$ cat src/design/ihpv_pkg.sv
// Shared types and constants for the bracketed IPv6 host validator.
`timescale 1ns / 1ps
`default_nettype none

package ihpv_pkg;

  // Character codes that the scanner looks for.
  localparam logic [7:0] CH_LBRACK = 8'h5B;
  localparam logic [7:0] CH_RBRACK = 8'h5D;
  localparam logic [7:0] CH_COLON  = 8'h3A;
  localparam logic [7:0] CH_ZERO   = 8'h30;
  localparam logic [7:0] CH_NINE   = 8'h39;
  localparam logic [7:0] CH_LO_A   = 8'h61;
  localparam logic [7:0] CH_LO_F   = 8'h66;
  localparam logic [7:0] CH_UP_A   = 8'h41;
  localparam logic [7:0] CH_UP_F   = 8'h46;

  // Port value limits: a valid port lies strictly between these.
  localparam logic [15:0] PORT_MAX = 16'hFFFF;
  localparam logic [15:0] PORT_MIN = 16'd1;
  localparam logic [19:0] PORT_MAX_WIDE = 20'h0FFFF;
  localparam logic [19:0] DEC_RADIX = 20'd10;

  // Scan phase of the current string.
  typedef enum logic [2:0] {
    PH_OPEN  = 3'd0,
    PH_ADDR  = 3'd1,
    PH_CLOSE = 3'd2,
    PH_PORT  = 3'd3,
    PH_FAIL  = 3'd4
  } phase_e;

  // Everything the scanner remembers between characters.
  typedef struct packed {
    phase_e      phase;
    logic        seen_colon;
    logic        prev_was_colon;
    logic        double_colon_seen;
    logic [15:0] port_value;
    logic        port_has_digit;
  } scan_state_t;

  localparam scan_state_t SCAN_RESET = '{
    phase:             PH_OPEN,
    seen_colon:        1'b0,
    prev_was_colon:    1'b0,
    double_colon_seen: 1'b0,
    port_value:        16'd0,
    port_has_digit:    1'b0
  };

endpackage

`default_nettype wire

$ cat src/design/ihpv_step.sv
// Next-state and verdict logic for one character of the host string.
`timescale 1ns / 1ps
`default_nettype none

module ihpv_step import ihpv_pkg::*; (
  input  scan_state_t state_i,
  input  logic [7:0]  ch_i,
  output scan_state_t state_o,
  output logic        verdict_o
);

  logic        is_digit;
  logic        is_hex;
  logic [19:0] port_acc;

  // Character classes.
  assign is_digit = (ch_i >= CH_ZERO) && (ch_i <= CH_NINE);
  assign is_hex   = is_digit || ((ch_i >= CH_LO_A) && (ch_i <= CH_LO_F)) ||
                    ((ch_i >= CH_UP_A) && (ch_i <= CH_UP_F));

  // Decimal accumulation of the port, one digit per character.
  assign port_acc = ({4'd0, state_i.port_value} * DEC_RADIX) + {16'd0, ch_i[3:0]};

  // State update for the current character.
  always_comb begin
    state_o = state_i;
    case (state_i.phase)
      PH_OPEN: begin
        state_o.phase = (ch_i == CH_LBRACK) ? PH_ADDR : PH_FAIL;
      end
      PH_ADDR: begin
        if (ch_i == CH_RBRACK) begin
          state_o.phase = PH_CLOSE;
        end else if (ch_i == CH_COLON) begin
          if (state_i.prev_was_colon) begin
            if (state_i.double_colon_seen) begin
              state_o.phase = PH_FAIL;
            end
            state_o.double_colon_seen = 1'b1;
          end
          state_o.seen_colon     = 1'b1;
          state_o.prev_was_colon = 1'b1;
        end else if (is_hex) begin
          state_o.prev_was_colon = 1'b0;
        end else begin
          state_o.phase = PH_FAIL;
        end
      end
      PH_CLOSE: begin
        state_o.phase = (ch_i == CH_COLON) ? PH_PORT : PH_FAIL;
      end
      PH_PORT: begin
        if (is_digit) begin
          state_o.port_value     = (port_acc > PORT_MAX_WIDE) ? PORT_MAX : port_acc[15:0];
          state_o.port_has_digit = 1'b1;
        end else begin
          state_o.phase = PH_FAIL;
        end
      end
      default: begin
        state_o.phase = PH_FAIL;
      end
    endcase
  end

  // Verdict on the state left after this character.
  always_comb begin
    case (state_o.phase)
      PH_CLOSE: verdict_o = state_o.seen_colon;
      PH_PORT:  verdict_o = state_o.seen_colon && state_o.port_has_digit &&
                            (state_o.port_value > PORT_MIN) &&
                            (state_o.port_value < PORT_MAX);
      default:  verdict_o = 1'b0;
    endcase
  end

endmodule

`default_nettype wire

$ cat src/design/ihpv_out_reg.sv
// Result register holding one verdict until the consumer takes it.
`timescale 1ns / 1ps
`default_nettype none

module ihpv_out_reg (
  input  logic clk_i,
  input  logic rst_ni,
  input  logic valid_i,
  input  logic ok_i,
  output logic ready_o,
  output logic valid_o,
  output logic ok_o,
  input  logic ready_i
);

  logic valid_q;
  logic valid_d;
  logic ok_q;

  // The register is free when empty or being emptied this cycle.
  assign ready_o = !valid_q || ready_i;
  assign valid_d = (valid_i && ready_o) || (valid_q && !ready_i);

  always_ff @(posedge clk_i or negedge rst_ni) begin
    if (!rst_ni) begin
      valid_q <= 1'b0;
    end else begin
      valid_q <= valid_d;
    end
  end

  // Payload loads on a new item only.
  always_ff @(posedge clk_i) begin
    if (valid_i && ready_o) begin
      ok_q <= ok_i;
    end
  end

  assign valid_o = valid_q;
  assign ok_o    = ok_q;

endmodule

`default_nettype wire

$ cat src/design/ipv6_host_port_validator.sv
// Top level of the bracketed IPv6 host and port validator.
//
//   Channel | Signals                          | Direction | Item
//   --------+----------------------------------+-----------+-------------------------
//   in      | in_valid_i, in_ready_o, ch_i,    | input     | one character of the
//           | last_i                           |           | host string
//   out     | out_valid_o, out_ready_i,        | output    | one verdict per string
//           | host_ok_o                        |           |
//
// Each character waits in the input register and is scanned by
// ihpv_step on its way out; the verdict of a last character lands in the
// result register at the edge that empties the input register, so a verdict
// is offered from the result register, where it waits until it is taken.
// One character is taken every cycle while no last character waits on a full result.
// Reset clears the scan state and both valid flags. A stalled result holds
// only a last character in the input register; other characters keep flowing.
`timescale 1ns / 1ps
`default_nettype none

module ipv6_host_port_validator import ihpv_pkg::*; (
  input  logic       clk_i,
  input  logic       rst_ni,
  input  logic       in_valid_i,
  output logic       in_ready_o,
  input  logic [7:0] ch_i,
  input  logic       last_i,
  output logic       out_valid_o,
  input  logic       out_ready_i,
  output logic       host_ok_o
);

  logic        s1_valid_q;
  logic        s1_valid_d;
  logic [7:0]  ch_q;
  logic        last_q;
  logic        s1_go;
  logic        res_ready;
  logic        verdict;
  scan_state_t state_q;
  scan_state_t state_d;
  scan_state_t state_next;

  // The input register drains unless a verdict is blocked by a full result.
  assign s1_go      = s1_valid_q && (!last_q || res_ready);
  assign in_ready_o = !s1_valid_q || s1_go;
  assign s1_valid_d = (in_valid_i && in_ready_o) || (s1_valid_q && !s1_go);

  always_ff @(posedge clk_i or negedge rst_ni) begin
    if (!rst_ni) begin
      s1_valid_q <= 1'b0;
    end else begin
      s1_valid_q <= s1_valid_d;
    end
  end

  // Input payload register.
  always_ff @(posedge clk_i) begin
    if (in_valid_i && in_ready_o) begin
      ch_q   <= ch_i;
      last_q <= last_i;
    end
  end

  // Scan logic for the held character.
  ihpv_step u_step (
    .state_i   (state_q),
    .ch_i      (ch_q),
    .state_o   (state_next),
    .verdict_o (verdict)
  );

  // Scan state advances per character and clears after the last one.
  always_comb begin
    state_d = state_q;
    if (s1_go) begin
      state_d = last_q ? SCAN_RESET : state_next;
    end
  end

  always_ff @(posedge clk_i or negedge rst_ni) begin
    if (!rst_ni) begin
      state_q <= SCAN_RESET;
    end else begin
      state_q <= state_d;
    end
  end

  // Result register.
  ihpv_out_reg u_out_reg (
    .clk_i   (clk_i),
    .rst_ni  (rst_ni),
    .valid_i (s1_valid_q && last_q),
    .ok_i    (verdict),
    .ready_o (res_ready),
    .valid_o (out_valid_o),
    .ok_o    (host_ok_o),
    .ready_i (out_ready_i)
  );

  // A string's last character returns the scanner to its starting state.
  a_clear_after_last: assert property (@(posedge clk_i) disable iff (!rst_ni)
    (s1_go && last_q) |=> (state_q == SCAN_RESET))
    else $error("scan state not cleared after last item");

  // A held character is neither lost nor altered.
  a_hold_item: assert property (@(posedge clk_i) disable iff (!rst_ni)
    (s1_valid_q && !s1_go) |=> (s1_valid_q && $stable(ch_q) && $stable(last_q)))
    else $error("input register changed while held");

  // A verdict appears only after a last character has left the input register.
  a_verdict_source: assert property (@(posedge clk_i) disable iff (!rst_ni)
    $rose(out_valid_o) |-> $past(s1_go && last_q))
    else $error("verdict without a last item");

  // The port accumulator stays at zero until the first port digit.
  a_port_zero: assert property (@(posedge clk_i) disable iff (!rst_ni)
    (!state_q.port_has_digit) |-> (state_q.port_value == 16'd0))
    else $error("port value set without a digit");

endmodule

`default_nettype wire
$ cat config.mk
export PLATFORM = sky130hd
export DESIGN_NAME = ipv6_host_port_validator
export DESIGN_NICKNAME = d
export VERILOG_FILES = /design/src/design/ihpv_pkg.sv /design/src/design/ihpv_step.sv /design/src/design/ihpv_out_reg.sv /design/src/design/ipv6_host_port_validator.sv
export SDC_FILE = /design/constraint.sdc
export NUM_CORES = 1
export LEC_CHECK = 0
export BUFFER_PORTS_ARGS = -buffer_cell sky130_fd_sc_hd__buf_2
export CAP_MARGIN = 5
export CORE_UTILIZATION = 35
export DETAILED_ROUTE_END_ITERATION = 7
export PLACE_DENSITY = 0.58
export SLEW_MARGIN = 20
export SYNTH_ARGS = -nofsm -noshare
export SYNTH_HDL_FRONTEND = slang
export SYNTH_SLANG_ARGS = --single-unit
$ cat constraint.sdc
create_clock -name clk_i -period 5.7 [get_ports clk_i]
set_input_delay 0 -clock clk_i [delete_from_list [all_inputs] [get_ports clk_i]]
set_output_delay 0 -clock clk_i [all_outputs]
set_load 0.1 [all_outputs]
# [Word-level counts from Yosys, hierarchy flattened]
# Cells that the tools add are included.
[totals] regBits=35 latch_bits=0 mem_count=0 output_inout_bits=3 word_cells=83 mem_bits_ro=0 ramBits=0
[op_classes] bitwise_logic=0 shift=0 multipliers=1 n_eq_ne=9 n_mux=21 addsub=1 div=0 magnitude_cmp=9 reduce_logical=31
[ops] cell="two-way mux 17 bit" n=2
[ops] cell="two-way mux 3 bit" n=10
[ops] cell="two-way mux 23 bit" n=1
[ops] cell="adder 20 x 4 -> 20 bit" n=1
[ops] cell="greater-than comparator 20 x 16 -> 1 bit, second input constant" n=1
[ops] cell="multiplier 16 x 3 -> 19 bit, second input constant" n=1
[ops] cell="== test 8 x 7 -> 1 bit, second input constant" n=2
[ops] cell="greater-or-equal comparator 8 x 7 -> 1 bit, second input constant" n=2
[ops] cell="greater-than comparator 16 x 1 -> 1 bit, second input constant" n=1
[ops] cell="<= comparator 8 x 7 -> 1 bit, second input constant" n=2
[ops] cell="less-than comparator 16 bit, second input constant" n=1
[ops] cell="two-way mux 16 bit" n=1
[ops] cell="== test 3 x 2 -> 1 bit, second input constant" n=4
[ops] cell="logical AND 1 bit" n=12
[ops] cell="one-hot mux 3 bit (4 select lines)" n=1
[ops] cell="== test 8 x 6 -> 1 bit, second input constant" n=1
[ops] cell="greater-or-equal comparator 8 x 6 -> 1 bit, second input constant" n=1
[ops] cell="<= comparator 8 x 6 -> 1 bit, second input constant" n=1
[ops] cell="logical OR 1 bit" n=7
[ops] cell="nonzero test 2 bit" n=3
[ops] cell="logical NOT 1 bit" n=5
[ops] cell="two-way mux 1 bit" n=5
[ops] cell="AND reduction 5 bit" n=1
[ops] cell="AND reduction 4 bit" n=1
[ops] cell="5 further kinds" n=5

# [Logic depth before layout (Yosys ltp)]
[depth] ltp_word=12 mapped_depth=14 depth_no_buf=13

# [By module]
# A second synthesis with hierarchy kept.
[unflattened] cells_unflattened=322 area_unflattened_um2=3230.6
[modules_own_cells] module="ihpv_step" area_per_inst_um2=1961.9 cells_each=250 n_inst=1 seq_area_each_um2=0.0
[modules_own_cells] module="ipv6_host_port_validator" area_per_inst_um2=1184.9 cells_each=67 n_inst=1 seq_area_each_um2=870.8
[modules_own_cells] module="ihpv_out_reg" area_per_inst_um2=83.8 cells_each=5 n_inst=1 seq_area_each_um2=55.1

# [Worst setup path before layout]
# Ideal clock, no wire load.
[synth_path] path_kind="reg2reg" start="reg state_q[2] (netlist name)" end="reg u_out_reg.ok_q, in the netlist u_out_reg.ok_o, data pin" stages_incl_launch_ff=12 path_slack_ns=1.846 arrival_ns=3.596 required_ns=5.442 setup_ns=0.258 cell_sequence="dfrtp_1 -> ha_1 -> ha_1 -> fa_1 -> a21o_1 -> a221oi_1 -> xnor2_1 -> xnor2_1 -> or4_1 -> or4_1 -> o31a_1 -> o221a_2"
[synth_between] elab_chain_len=10
[synth_lines] item="from (decl)" line_no="ipv6_host_port_validator.sv:39" text="scan_state_t state_q;"
[synth_lines] item="from (signal assigned)" line_no="ipv6_host_port_validator.sv:84" text="state_q <= state_d;"
[synth_lines] item="multiplier 16 x 3 -> 19 bit" line_no="ihpv_step.sv:22" text="assign port_acc = ({4'd0, state_i.port_value} * DEC_RADIX) + {16'd0, ch_i[3:0]};"
[synth_lines] item="adder 20 x 4 -> 20 bit" line_no="ihpv_step.sv:22"
[synth_lines] item="greater-than comparator 20 x 16 -> 1 bit" line_no="ihpv_step.sv:54" text="state_o.port_value = (port_acc > PORT_MAX_WIDE) ? PORT_MAX : port_acc[15:0];"
[synth_lines] item="two-way mux 16 bit" line_no="ihpv_step.sv:54"
[synth_lines] item="two-way mux 17 bit" line_no="ihpv_step.sv:53" text="if (is_digit) begin"
[synth_lines] item="two-way mux 17 bit (*)" line_no="ihpv_step.sv:27" text="case (state_i.phase)"
[synth_lines] item="greater-than comparator 16 x 1 -> 1 bit" line_no="ihpv_step.sv:71" text="(state_o.port_value > PORT_MIN) &&"
[synth_lines] item="logical AND 1 bit" line_no="ihpv_step.sv:70" text="PH_PORT: verdict_o = state_o.seen_colon && state_o.port_has_digit &&"
[synth_lines] item="logical AND 1 bit (*)" line_no="ihpv_step.sv:71"
[synth_lines] item="one-hot mux 1 bit (2 select lines) (*)" line_no="ihpv_step.sv:68" text="case (state_o.phase)"
[synth_lines] item="net u_out_reg.ok_i" line_no="ihpv_out_reg.sv:9" text="input logic ok_i,"
[synth_lines] item="to (signal assigned)" line_no="ihpv_out_reg.sv:35" text="ok_q <= ok_i;"
[synth_lines] item="to (decl)" line_no="ihpv_out_reg.sv:18" text="logic ok_q;"
# Mark *: on every way through the listed nets, which the timed path passes. The rest lies on a longest branch.
# A chain may end at the register's enable or synchronous reset.

# [Final worst setup path]
# Same ends and word-level chain as after synthesis.

==> metrics.md <==
| Metric | Value |
|---|---|
| Final WS setup | `roughly 1200 ps` |
| Cell-internal power | `roughly 0.37 mW` |
| Endpoint of the lowest-slack register-to-register path | `u_out_reg.ok_o$_DFFE_PP_` |
| Pin count of the biggest net entering global routing | `26` |
| Post-layout power | `0.494 mW` |
| Basic-gate share of the synthesized area counting and, or, nand and nor cells | `~23%` |
| Sum of met3 wire segment lengths after detailed routing | `~370 um` |
| Remaining global-route overflow | `0` |
| Fin crit share | `78.7%` |
| Logic pwr share | `roughly 10%` |
| Highest attainable clock frequency | `approximately 220 MHz` |
| Syn_nets | `391` |
| Hold Startpoint | `out_ready_i` |
| Metal2 WL | `3440 um` |
| CTS clock-pin slew for the worst setup and hold paths | `roughly 70 ps` |
| Proportion of total power due to net switching | `approximately a quarter` |
| Ys async rst share | `between 70% and 80%` |
| Fraction of power consumed by the clock network | `34.5%` |
| Type of element capturing the critical path | `flip-flop` |
| Hold Path Depth | `3` |
| Fin. max-slew vios | `0` |
| Clock Skews | `around 5.2 ps` |
| Syn-to-layout area delta | `11.9%` |
| Pre-CTS setup slack | `about 1300 ps` |
| Dominant combinational cell family by area after synthesis | `simple AND/OR/NAND/NOR gates` |
| Post-synthesis compound-gate area fraction | `between 20% and 30%` |
| Antenna violations before repair | `0` |
| Routed length on met1 | `around 3800 um` |
| Diodes inserted | `0` |
| Summed instance area of the synthesized netlist | `3100 sq um` |
| XOR/XNOR share of the synthesized area | `under 10%` |
| Pre-antenna DRT Iters | `4` |
| Crit path DAT | `around 4500 ps` |
| Placer Congestion | `between 0.8 and 0.9` |
| Overall die width | `between 90 and 100 um` |
| Path type of the worst setup path | `reg -> reg` |
| Largest stage delay on the critical path | `610 ps` |
| Number of global-route vias before repair | `approximately 2.5k` |
| Insertion delay of the later-clocked pin in the worst-skew pair | `between 200 and 300 ps` |
| Detailed-route via count | `2712` |
| Vias per cell | `~5.7` |
| Static Leakage | `~1.5 nW` |
| Finish-stage setup viols | `0` |
| Sequential-to-total area share from yosys stat | `just under 30%` |
| Primary flip-flop cell chosen by synthesis mapping | `sky130_fd_sc_hd__dfrtp_1` |
| Post-Synth Adder-Cell Area | `between 10% and 20%` |
| # port buffers | `15` |
| Status | `complete, no violations` |
| Number of maximum-capacitance constraint violations | `0` |
| Worst-Margin Slew | `829 ps` |
| Clock tree from TritonCTS | `built` |
| Nets | `roughly 420` |
| Sum of net half-perimeters after detailed placement | `between 5000 and 6000 um` |
| Slack of the worst reg-to-reg path | `~1200 ps` |
| Number of placed I/O pins | `16` |
| Launching element type of the critical path | `flip-flop` |
| Clock tree sinks | `35` |
| Worst Path Max Fanout | `14` |
| Post-detailed-route wirelength per cell | `16.1 um` |
| Top routing layer in use | `met4` |
| Row cnt | `33` |
| Net Switching | `around 0.13 mW` |
| Synth top area cells | `sky130_fd_sc_hd__dfrtp_1 (20%), sky130_fd_sc_hd__ha_1 (13%), sky130_fd_sc_hd__edfxtp_1 (9.7%)` |
| Routed Antenna Nets | `0` |
| Unrepaired setup endpoints after global routing | `false` |
| Tot GR Track Use | `approximately 18%` |
| Average size of a mapped cell | `roughly 9.0 sq um` |
| Gate count of the mapped netlist | `around 350` |
| Worst vdd ir | `around 0.12 mV` |
| Pwr/cell area | `approximately 140 nW/um^2` |
| Number of warnings reported in the yosys synthesis log | `0` |
| Number of hold-slack violations in the final timing report | `0` |
| Req. time, crit path | `5730 ps` |
| Number of enable flip-flop cells after synthesis | `10` |
| CTS buffer count | `5` |
| DR iter-0 viols | `~190` |
| Layout cell share with drive strength beyond 1 | `about 10%` |
| Post-route DRC violation count | `0` |
| Endpoint with the worst hold slack | `u_out_reg.valid_o$_DFF_PN0_` |
| Gates resized, CTS repair | `0` |
| Clock root buffer | `sky130_fd_sc_hd__clkbuf_8` |
| Total negative setup slack | `0 ps` |
| Number of synthesized register bits | `35` |
| Deepest clock path buffer count | `2` |
| Cell breakdown of the critical path | `ha_1 -> ha_1 -> fa_1 -> a21o_1 -> a221oi_1 -> o21ai_0 -> xor2_1 -> nand4_1 -> mux2_2 -> nor3_2 -> a21oi_1 -> o221a_2` |
| Total wirelength of the detailed-routed design | `roughly 7700 um` |
| Height of the die | `96.2 um` |
| Part of the power in registers | `55.6%` |
| Slowest cell on the critical path | `sky130_fd_sc_hd__nor3_2` |
| Overall die area | `just over 9000 sq um` |
| Area share of the largest cell type after synthesis | `about 20%` |
| Wire length of the first global-routing pass | `12600 um` |
| Most frequent cell on the critical path | `sky130_fd_sc_hd__ha_1` |
| Initial cell density of the core | `a little under two fifths` |
| Type of the most critical hold path | `in -> reg` |
| Clock period minus worst slack | `approximately 4500 ps` |
| Count of distinct cell types in the synthesized netlist | `65` |
| Post-synthesis cell type with the largest combined area | `sky130_fd_sc_hd__dfrtp_1` |
| # H-tree levels | `2` |
| Multiplexer fraction of the synthesized cell area | `about 1.7%` |
| Core region area | `roughly 8400 sq um` |
| Max-slew headroom at the worst pin | `about 43%` |
| Cells on worst reg2reg path | `12` |
| Worst reg2reg startpoint | `state_q[2]$_DFFE_PN0P_` |
==> worst max-delay path, delay by kind of cell, from the launching register on <==
kind	cells	cell delay, ps
and+or+nand+nor	2	770
xor gates and xnor gates	1	400
DFF	1	470
muxes	1	300
adders and majority gates	3	1000
AOI/OAI and AO/OA	5	1290
==> layout by cell type (no fill, tap or decap), types with 9 or more instances in the layout <==
cell / count
sky130_fd_sc_hd__xnor2_1: 14
sky130_fd_sc_hd__edfxtp_1: 10
sky130_fd_sc_hd__dlygate4sd3_1: 11
sky130_fd_sc_hd__nor3_1: 11
sky130_fd_sc_hd__o21ai_0: 9
sky130_fd_sc_hd__nand4_1: 9
sky130_fd_sc_hd__nand2_1: 27
sky130_fd_sc_hd__buf_2: 15
sky130_fd_sc_hd__nor2_1: 29
sky130_fd_sc_hd__o22a_1: 12
sky130_fd_sc_hd__dfrtp_1: 25
sky130_fd_sc_hd__ha_1: 31
sky130_fd_sc_hd__a21oi_1: 32
==> cell usage after synthesis (3+ instances only) <==
master,n
sky130_fd_sc_hd__nor2b_1,5
sky130_fd_sc_hd__nand2_1,27
sky130_fd_sc_hd__o21ai_1,3
sky130_fd_sc_hd__nor3_1,11
sky130_fd_sc_hd__clkbuf_1,6
sky130_fd_sc_hd__xnor2_1,14
sky130_fd_sc_hd__mux2i_1,4
sky130_fd_sc_hd__o22a_1,12
sky130_fd_sc_hd__o21bai_1,6
sky130_fd_sc_hd__nor2_1,29
sky130_fd_sc_hd__xor2_1,7
sky130_fd_sc_hd__a31oi_1,5
sky130_fd_sc_hd__o21ai_0,9
sky130_fd_sc_hd__and2_1,4
sky130_fd_sc_hd__nand3_1,6
sky130_fd_sc_hd__edfxtp_1,10
sky130_fd_sc_hd__and3_1,8
sky130_fd_sc_hd__inv_1,8
sky130_fd_sc_hd__o211ai_1,4
sky130_fd_sc_hd__nand4_1,9
sky130_fd_sc_hd__nor4_1,4
sky130_fd_sc_hd__or4_1,3
sky130_fd_sc_hd__a21o_1,6
sky130_fd_sc_hd__nand2b_1,7
sky130_fd_sc_hd__ha_1,31
sky130_fd_sc_hd__a21oi_1,32
sky130_fd_sc_hd__dfrtp_1,25
==> layout make-up <==
class	instances	area (sq um)
clock inverters	3	15.0
well taps	105	131
flip-flops and latches	35	926
fillers	858	4910
multi-input cells	293	2110
clock buffers	5	68.8
repair buffers	27	193
inverters	8	30.0
==> cells by family after synthesis <==
kind of cell	after synthesis
AOI/OAI and AO/OA	102
xor gates and xnor gates	23
adders and majority gates	33
buffers and inverters	17
DFF	35
muxes	5
and+or+nand+nor	130
==> power by group through the flow <==
stage	logic (mW)	registers (mW)	clock network [mW]
final	0.0493	0.275	0.171
after global routing	0.0542	0.276	0.184
after CTS	0.0495	0.274	0.178
after detailed placement	0.0437	0.279	0
after global placement	0.0432	0.279	0
after floorplan	0.0245	0.283	0
==> stage by stage <==
stage                     instances  hold WS (ps)  util (%)  instance area [sq um]
after floorplan                 345          -296         -                   3100
after global placement          457          22.5      39.1                   3280
final                           476          55.7      41.4                   3470
after CTS                       476          51.3      41.4                   3470
after global routing            476          66.0      41.4                   3470
after detailed placement        457          26.6      39.1                   3280
==> state kept, by name (all words and copies together), names as in the netlist <==
name and cells:
ch_q 8, s1_valid_q 1, last_q 1, u_out_reg.ok_o 1, state_q 23, u_out_reg.valid_o 1
==> worst max-delay path by stage <==
stage                                       from                       end  slack (ps)  depth (start not counted)
after floorplan           state_q[2]$_DFFE_PN0P_  u_out_reg.ok_o$_DFFE_PP_        1850                         11
after detailed placement  state_q[2]$_DFFE_PN0P_  u_out_reg.ok_o$_DFFE_PP_        1290                         12
after global placement    state_q[2]$_DFFE_PN0P_  u_out_reg.ok_o$_DFFE_PP_        1380                         12
after global routing      state_q[2]$_DFFE_PN0P_  u_out_reg.ok_o$_DFFE_PP_         870                         12
final                     state_q[2]$_DFFE_PN0P_  u_out_reg.ok_o$_DFFE_PP_        1210                         12
after CTS                 state_q[2]$_DFFE_PN0P_  u_out_reg.ok_o$_DFFE_PP_        1270                         12
==> routing by layer <==
metal  GRT usage, %  vias up
met4           3.61        0
met5              0        -
met1           25.4     1263
met2           28.0       77
li1               -     1365
met3           2.45        7
==> what timing repair did <==
action / in CTS / in global routing
setup buffers: 0 / 0
endpoints found under the hold margin: 35 / 0
hold buffers: 11 / 0
Power figures use the tool's default switching activity.
